**src/rtl/core/ols_pkg.sv**
```systemverilog
package ols_pkg;

    localparam int DEPTH  = 64;
    localparam int IDX_W  = $clog2(DEPTH);
    localparam int CNT_W  = $clog2(DEPTH + 1);
    localparam int TREE_N = 2 ** IDX_W;
    localparam int WORD_W = 32;
    localparam int POS_W  = 7;
    localparam int FIDX_W = 6;
    localparam int ECNT_W = 7;

    typedef enum logic [2:0] {
        CMD_PUSH   = 3'd0,
        CMD_INSERT = 3'd1,
        CMD_DELETE = 3'd2,
        CMD_POP    = 3'd3,
        CMD_FIND   = 3'd4,
        CMD_REMOVE = 3'd5,
        CMD_READ   = 3'd6,
        CMD_NOP    = 3'd7
    } cmd_e;

    typedef enum logic [2:0] {
        ST_OK       = 3'd0,
        ST_RANGE    = 3'd1,
        ST_FULL     = 3'd2,
        ST_NOTFOUND = 3'd3,
        ST_EMPTY    = 3'd4
    } status_e;

    typedef enum logic [2:0] {
        CM_HOLD,
        CM_PUSH,
        CM_INSERT,
        CM_DELETE,
        CM_COMPACT
    } cell_mode_e;

    typedef enum logic [1:0] {
        S_IDLE,
        S_EXEC,
        S_WAIT
    } state_e;

    typedef struct packed {
        cmd_e                     command;
        logic [POS_W-1:0]         position;
        logic signed [WORD_W-1:0] value;
    } in_item_t;

    typedef struct packed {
        status_e                  status;
        logic signed [WORD_W-1:0] data_out;
        logic [FIDX_W-1:0]        found_index;
        logic [ECNT_W-1:0]        entry_count;
    } out_item_t;

    typedef struct packed {
        logic [POS_W-1:0]  pos;
        logic [CNT_W-1:0]  cnt;
        logic [IDX_W-1:0]  rd_idx;
        logic [WORD_W-1:0] key;
    } cell_ctl_t;

    function automatic logic [DEPTH-1:0] idx_bit_mask(input int b);
        logic [DEPTH-1:0] m;
        for (int i = 0; i < DEPTH; i++) begin
            m[i] = ((i >> b) & 1) == 1;
        end
        return m;
    endfunction

endpackage

```
**src/rtl/core/ols_cell.sv**
```systemverilog
module ols_cell (
    input  logic                      aclk,
    input  logic [ols_pkg::IDX_W-1:0] cell_idx,
    input  ols_pkg::cell_ctl_t        ctl,
    input  ols_pkg::cell_mode_e       mode,
    input  logic                      compact_en,
    input  logic [ols_pkg::WORD_W-1:0] left_data,
    input  logic [ols_pkg::WORD_W-1:0] right_data,
    output logic [ols_pkg::WORD_W-1:0] data_out,
    output logic                      match,
    output logic [ols_pkg::WORD_W-1:0] rd_data
);
    import ols_pkg::*;

    logic [WORD_W-1:0] data_reg;
    logic [WORD_W-1:0] data_next;
    int unsigned       idx_u;
    int unsigned       pos_u;
    int unsigned       cnt_u;

    assign idx_u = 32'(cell_idx);
    assign pos_u = 32'(ctl.pos);
    assign cnt_u = 32'(ctl.cnt);

    always_comb begin
        data_next = data_reg;
        case (mode)
            CM_PUSH: begin
                if (idx_u == cnt_u) data_next = ctl.key;
            end
            CM_INSERT: begin
                if (idx_u == pos_u) begin
                    data_next = ctl.key;
                end else if (idx_u > pos_u) begin
                    data_next = left_data;
                end
            end
            CM_DELETE: begin
                if (idx_u >= pos_u) data_next = right_data;
            end
            CM_COMPACT: begin
                if (compact_en) data_next = right_data;
            end
            default: begin
                data_next = data_reg;
            end
        endcase
    end

    always_ff @(posedge aclk) begin
        data_reg <= data_next;
    end

    assign data_out = data_reg;
    assign match    = (data_reg == ctl.key) && (idx_u < cnt_u);
    assign rd_data  = (cell_idx == ctl.rd_idx) ? data_reg : '0;

endmodule

```
**config.mk**
```make
export PLATFORM = sky130hd
export DESIGN_NAME = ols_cell
export DESIGN_NICKNAME = d
export VERILOG_FILES = /design/src/rtl/core/ols_pkg.sv /design/src/rtl/core/ols_cell.sv
export SDC_FILE = /design/constraint.sdc
export NUM_CORES = 1
export LEC_CHECK = 0
export ABC_CLOCK_PERIOD_IN_PS = 4400
export BUFFER_PORTS_ARGS = -buffer_cell sky130_fd_sc_hd__buf_2
export CAP_MARGIN = 0
export CORE_MARGIN = 10
export CORE_UTILIZATION = 41
export CTS_BUF_LIST = sky130_fd_sc_hd__clkbuf_4
export CTS_CLUSTER_SIZE = 30
export DETAILED_ROUTE_END_ITERATION = 7
export GPL_TIMING_DRIVEN = 0
export PLACE_DENSITY = 0.91
export SYNTH_ARGS = -nofsm -noshare
export SYNTH_HDL_FRONTEND = slang
export SYNTH_SLANG_ARGS = --single-unit
```
**constraint.sdc**
```tcl
create_clock -name aclk -period 4.4 [get_ports aclk]
set_clock_uncertainty 0.1 [all_clocks]
set_input_delay 0.22 -clock aclk [delete_from_list [all_inputs] [get_ports aclk]]
set_output_delay 0.22 -clock aclk [all_outputs]
set_load 0.01 [all_outputs]
```
# Yosys cells after proc, flatten, opt, wreduce, memory -nomap -nowiden

Cells that the tools add are included.

Add/subtract/negate cells: 0
$mul: 0
Div/mod/pow operators: 0
Magnitude comparators: 3
Equal/unequal tests: 12
Shift-type cells: 0
Mux-type cells: 7
Bitwise logic cells: 0
Reductions and logical operators: 3

Operators with widths:

| cell                                                                  | number |
|---|---|
| 32-bit 2-to-1 mux                                                     | 6 |
| 32-bit case mux with 4 select lines                                   | 1 |
| 32-bit equality test                                                  | 1 |
| 6-bit by 7-bit equality test with 1-bit output                        | 2 |
| 6-bit by 7-bit greater-or-equal comparator with 1-bit output          | 1 |
| 6-bit by 7-bit > comparator with 1-bit output                         | 1 |
| 6-bit by 7-bit less-than comparator with 1-bit output                 | 1 |
| 3-bit by 2-bit equality test with 1-bit output, second input constant | 2 |
| 6-bit equality test                                                   | 1 |
| 2-bit != test, second input constant                                  | 3 |
| 5-bit AND reduction                                                   | 1 |
| 4-bit nonzero test                                                    | 1 |
| 3-bit by 1-bit equality test with 1-bit output, second input constant | 1 |
| 3-bit equality test, second input constant                            | 1 |
| 3-bit != test, second input constant                                  | 1 |
| 1-bit logical AND                                                     | 1 |

Flip-flop bits (word level): 32
Latch bits: 0
RAM bits: 0
Memory bits (read-only): 0
Input bits: 127
Output and inout port bits: 65
Memories: 0

# Longest topological paths before layout

Depth in word-level cells: 4
Gate-level depth with buffers: 8
Mapped depth without buffers: 7

# Least setup slack after synthesis

OpenSTA, ideal clock, no wires.

Path type: in2reg
Start: in ctl[49] (netlist bit)
End: reg data_reg[0] (netlist: data_out[0]) (enable)
Setup time: 475 ps
Data arrival time: 3402 ps
Setup slack: 424 ps
Cell stages on the path: 5
Cell sequence: inv_1 ha_1 and4b_4 o21ai_0 a221oi_1

Cells in the longest elaborated chain, start to end: 3

RTL lines:

| item                                                                   | RTL line       | text |
|---|---|---|
| start, declared                                                        | ols_cell.sv:4  | `input ols_pkg::cell_ctl_t ctl,` |
| 6-bit by 7-bit > comparator with 1-bit output (tied with other cells)  | ols_cell.sv:34 | `end else if (idx_u > pos_u) begin` |
| 3-bit != test (no source line) / 2-bit != test (equally long branches) | --             |  |
| 5-bit AND reduction (no source line) *                                 | --             |  |
| end signal, assigned                                                   | ols_cell.sv:51 | `data_reg <= data_next;` |
| end, declared                                                          | ols_cell.sv:15 | `logic [WORD_W-1:0] data_reg;` |

Every way passes the cells marked *; elsewhere a longest branch is shown, timed or not.
A chain may end at the register's enable or synchronous reset.

# Worst setup path after layout

Start: reg data_reg[29] (netlist: data_out[29])
End: out match

Cells in the longest elaborated chain, start to end: 2

RTL lines:

| item                 | RTL line       | text |
|---|---|---|
| 32-bit equality test | ols_cell.sv:55 | `assign match = (data_reg == ctl.key) && (idx_u < cnt_u);` |
| 1-bit logical AND    | ols_cell.sv:55 |  |
| end, declared        | ols_cell.sv:10 | `output logic match,` |

Every way passes these cells.

==> metrics <==
largest net degree at the start of global routing=20; Slew HR=0.428; Setup Buffers After CTS=0; average size of a mapped cell=10.3 sq um; CP max-delay cell=edfxtp_1; number of buffers created by CTS=5; layout cell share with drive strength beyond 1=0.486; post-route cell area=3640 sq um; via count=2,772; worst-path maximum fanout=3; die width=98.1 um; crit end category=output port; Placer Congestion=0.833; Fin. Hold Viols=0; Ys Warns=0; # port buffers=191; Initial Utilization=0.423; routed len/inst=19.9 um; Post-DRT Antenna Nets=0; grt total ovfl=0; Pwr per Cell Area=246 nW/um^2; first-pass GRT wire length=15.5 mm; synthesized instance count=244; outcome=completed; CP bufs+invs=1; delay-heaviest family, CP=simple AND/OR/NAND/NOR gates; ys flop type=edfxtp_1; initial antenna violation count=0; vias in the first global route=3,120; Final Setup Violations=0; CTS tree=done; ys async rst share=0; Unique masters post-synth=31; count leader, synth=inv_1; nets=582; cell area after placement=3590 sq um; Synthesized Nets=383; fin. max-slew vios=0; CP max stage delay=0.43 ns; Die ar.=9630 sq um; Synth top area share=0.384; FP Rows=28; Core Area=5920 sq um; clk sinks=32; max cap viols=0; Clock Tree Root=clkbuf_4; dominant cells by area after synthesis=edfxtp_1 (38%), a222oi_1 (13%), xor2_1 (12%); io pins=192; top cells by count, synth=inv_1 (45), xor2_1 (34), a222oi_1 (32), and2_1 (32), edfxtp_1 (32); worst slew pin tran=0.858 ns; post-DR vias/cell=5.34; EDFF count, synth=32; fin crit period=2.26 ns; Max Root-Sink Buffers=2; detailed placement HPWL=8.65 mm; post-cts resize count=0; critical path type=flip-flop to output port; Die Ht=98.1 um; 1st-iter DRT viols=211; pre-CTS setup slack=1.84 ns; DRC=0; CP Cell Sequence=xor2_1, nor4_1, nand4_1, nor3_1, buf_2; Fin Hold WS=0.0634 ns; Cells after DPL=511; Total GRT Usage=0.197; CP startpoint kind=flip-flop; Seq/Total Area, Yosys=0.384; CTS Hold Buffers Added=0; RSZ-0062 raised after global routing=false; Max rail drop VDD=0.000162 V; setup ws final=2.14 ns; clk slew on worst S/H paths=0.11 ns; Seq cells post-synth=32; CP arrival=1.94 ns; Post-Synthesis Cell Area=2500 sq um; fin cells=519; number of diodes=0; H-tree depth=2; Final Cycle Share=0.514; Max Freq=0.442 GHz; Layout area overhead=45.5%; Yosys top cell by area=edfxtp_1; Routed WL=10.3 mm; max reg flops=32; worst min path class=input pin to flip-flop; CP required=4.08 ns; DR pass1 iterations=8; LEAKAGE=1.94 nW
## worst paths after layout
check | to | startpoint | depth (start not counted)
hold / removal | data_out[29] | right_data[29] | 3
setup / recovery | match | data_out[29] | 5
## where the power goes
part / internal, mW / switching [mW]
Clock: 0.0670 / 0.105
Sequential: 0.386 / 0.0342
Combinational: 0.143 / 0.161
## cell type report
type	instances	area, sq um
plain buffers	12	75.1
clock inverters	2	11.3
inverters	45	169
multi-input cells	155	1320
clock buffers	6	45.0
fillers	526	2280
flip-flops and latches	32	961
well taps	75	93.8
repair buffers	192	971
## routing by layer
layer	up-vias	wire length, um	global-route usage
li1	1303	-	-
met1	1297	3870	0.206
met2	157	5350	0.366
met3	15	941	0.0662
met4	0	170	0.0540
met5	-	0	0
## placed cells by master, fill, tap and decap left out, types with 4 or more instances in the layout
master and count:
clkbuf_4 6, ha_1 12, inv_1 45, a222oi_1 32
buf_2 197, xor2_1 34, nor4_1 8, nand4_1 4
xnor2_1 4, a21oi_1 4, nor2_1 4, and2_1 32
edfxtp_1 32
## logic make-up after synthesis
family	synth area share
and+or+nand+nor	0.151
buffers and inverters	0.0974
AOI/OAI and AO/OA	0.175
xor gates and xnor gates	0.133
DFF	0.384
adders and majority gates	0.0600
## stage by stage
stage / utilization / setup TNS, ns / power (mW)
after floorplan: - / 0 / 0.572
after global placement: 0.600 / -27.09 / 0.718
after detailed placement: 0.606 / 0 / 0.734
after CTS: 0.615 / 0 / 0.905
after global routing: 0.615 / 0 / 0.946
final: 0.615 / 0 / 0.898
## tightest hold or removal path: stages
cell	delay, ns
buf_2	0.08
a222oi_1	0.05
inv_1	0.05
Note: power is estimated with default switching activity, not from simulation.
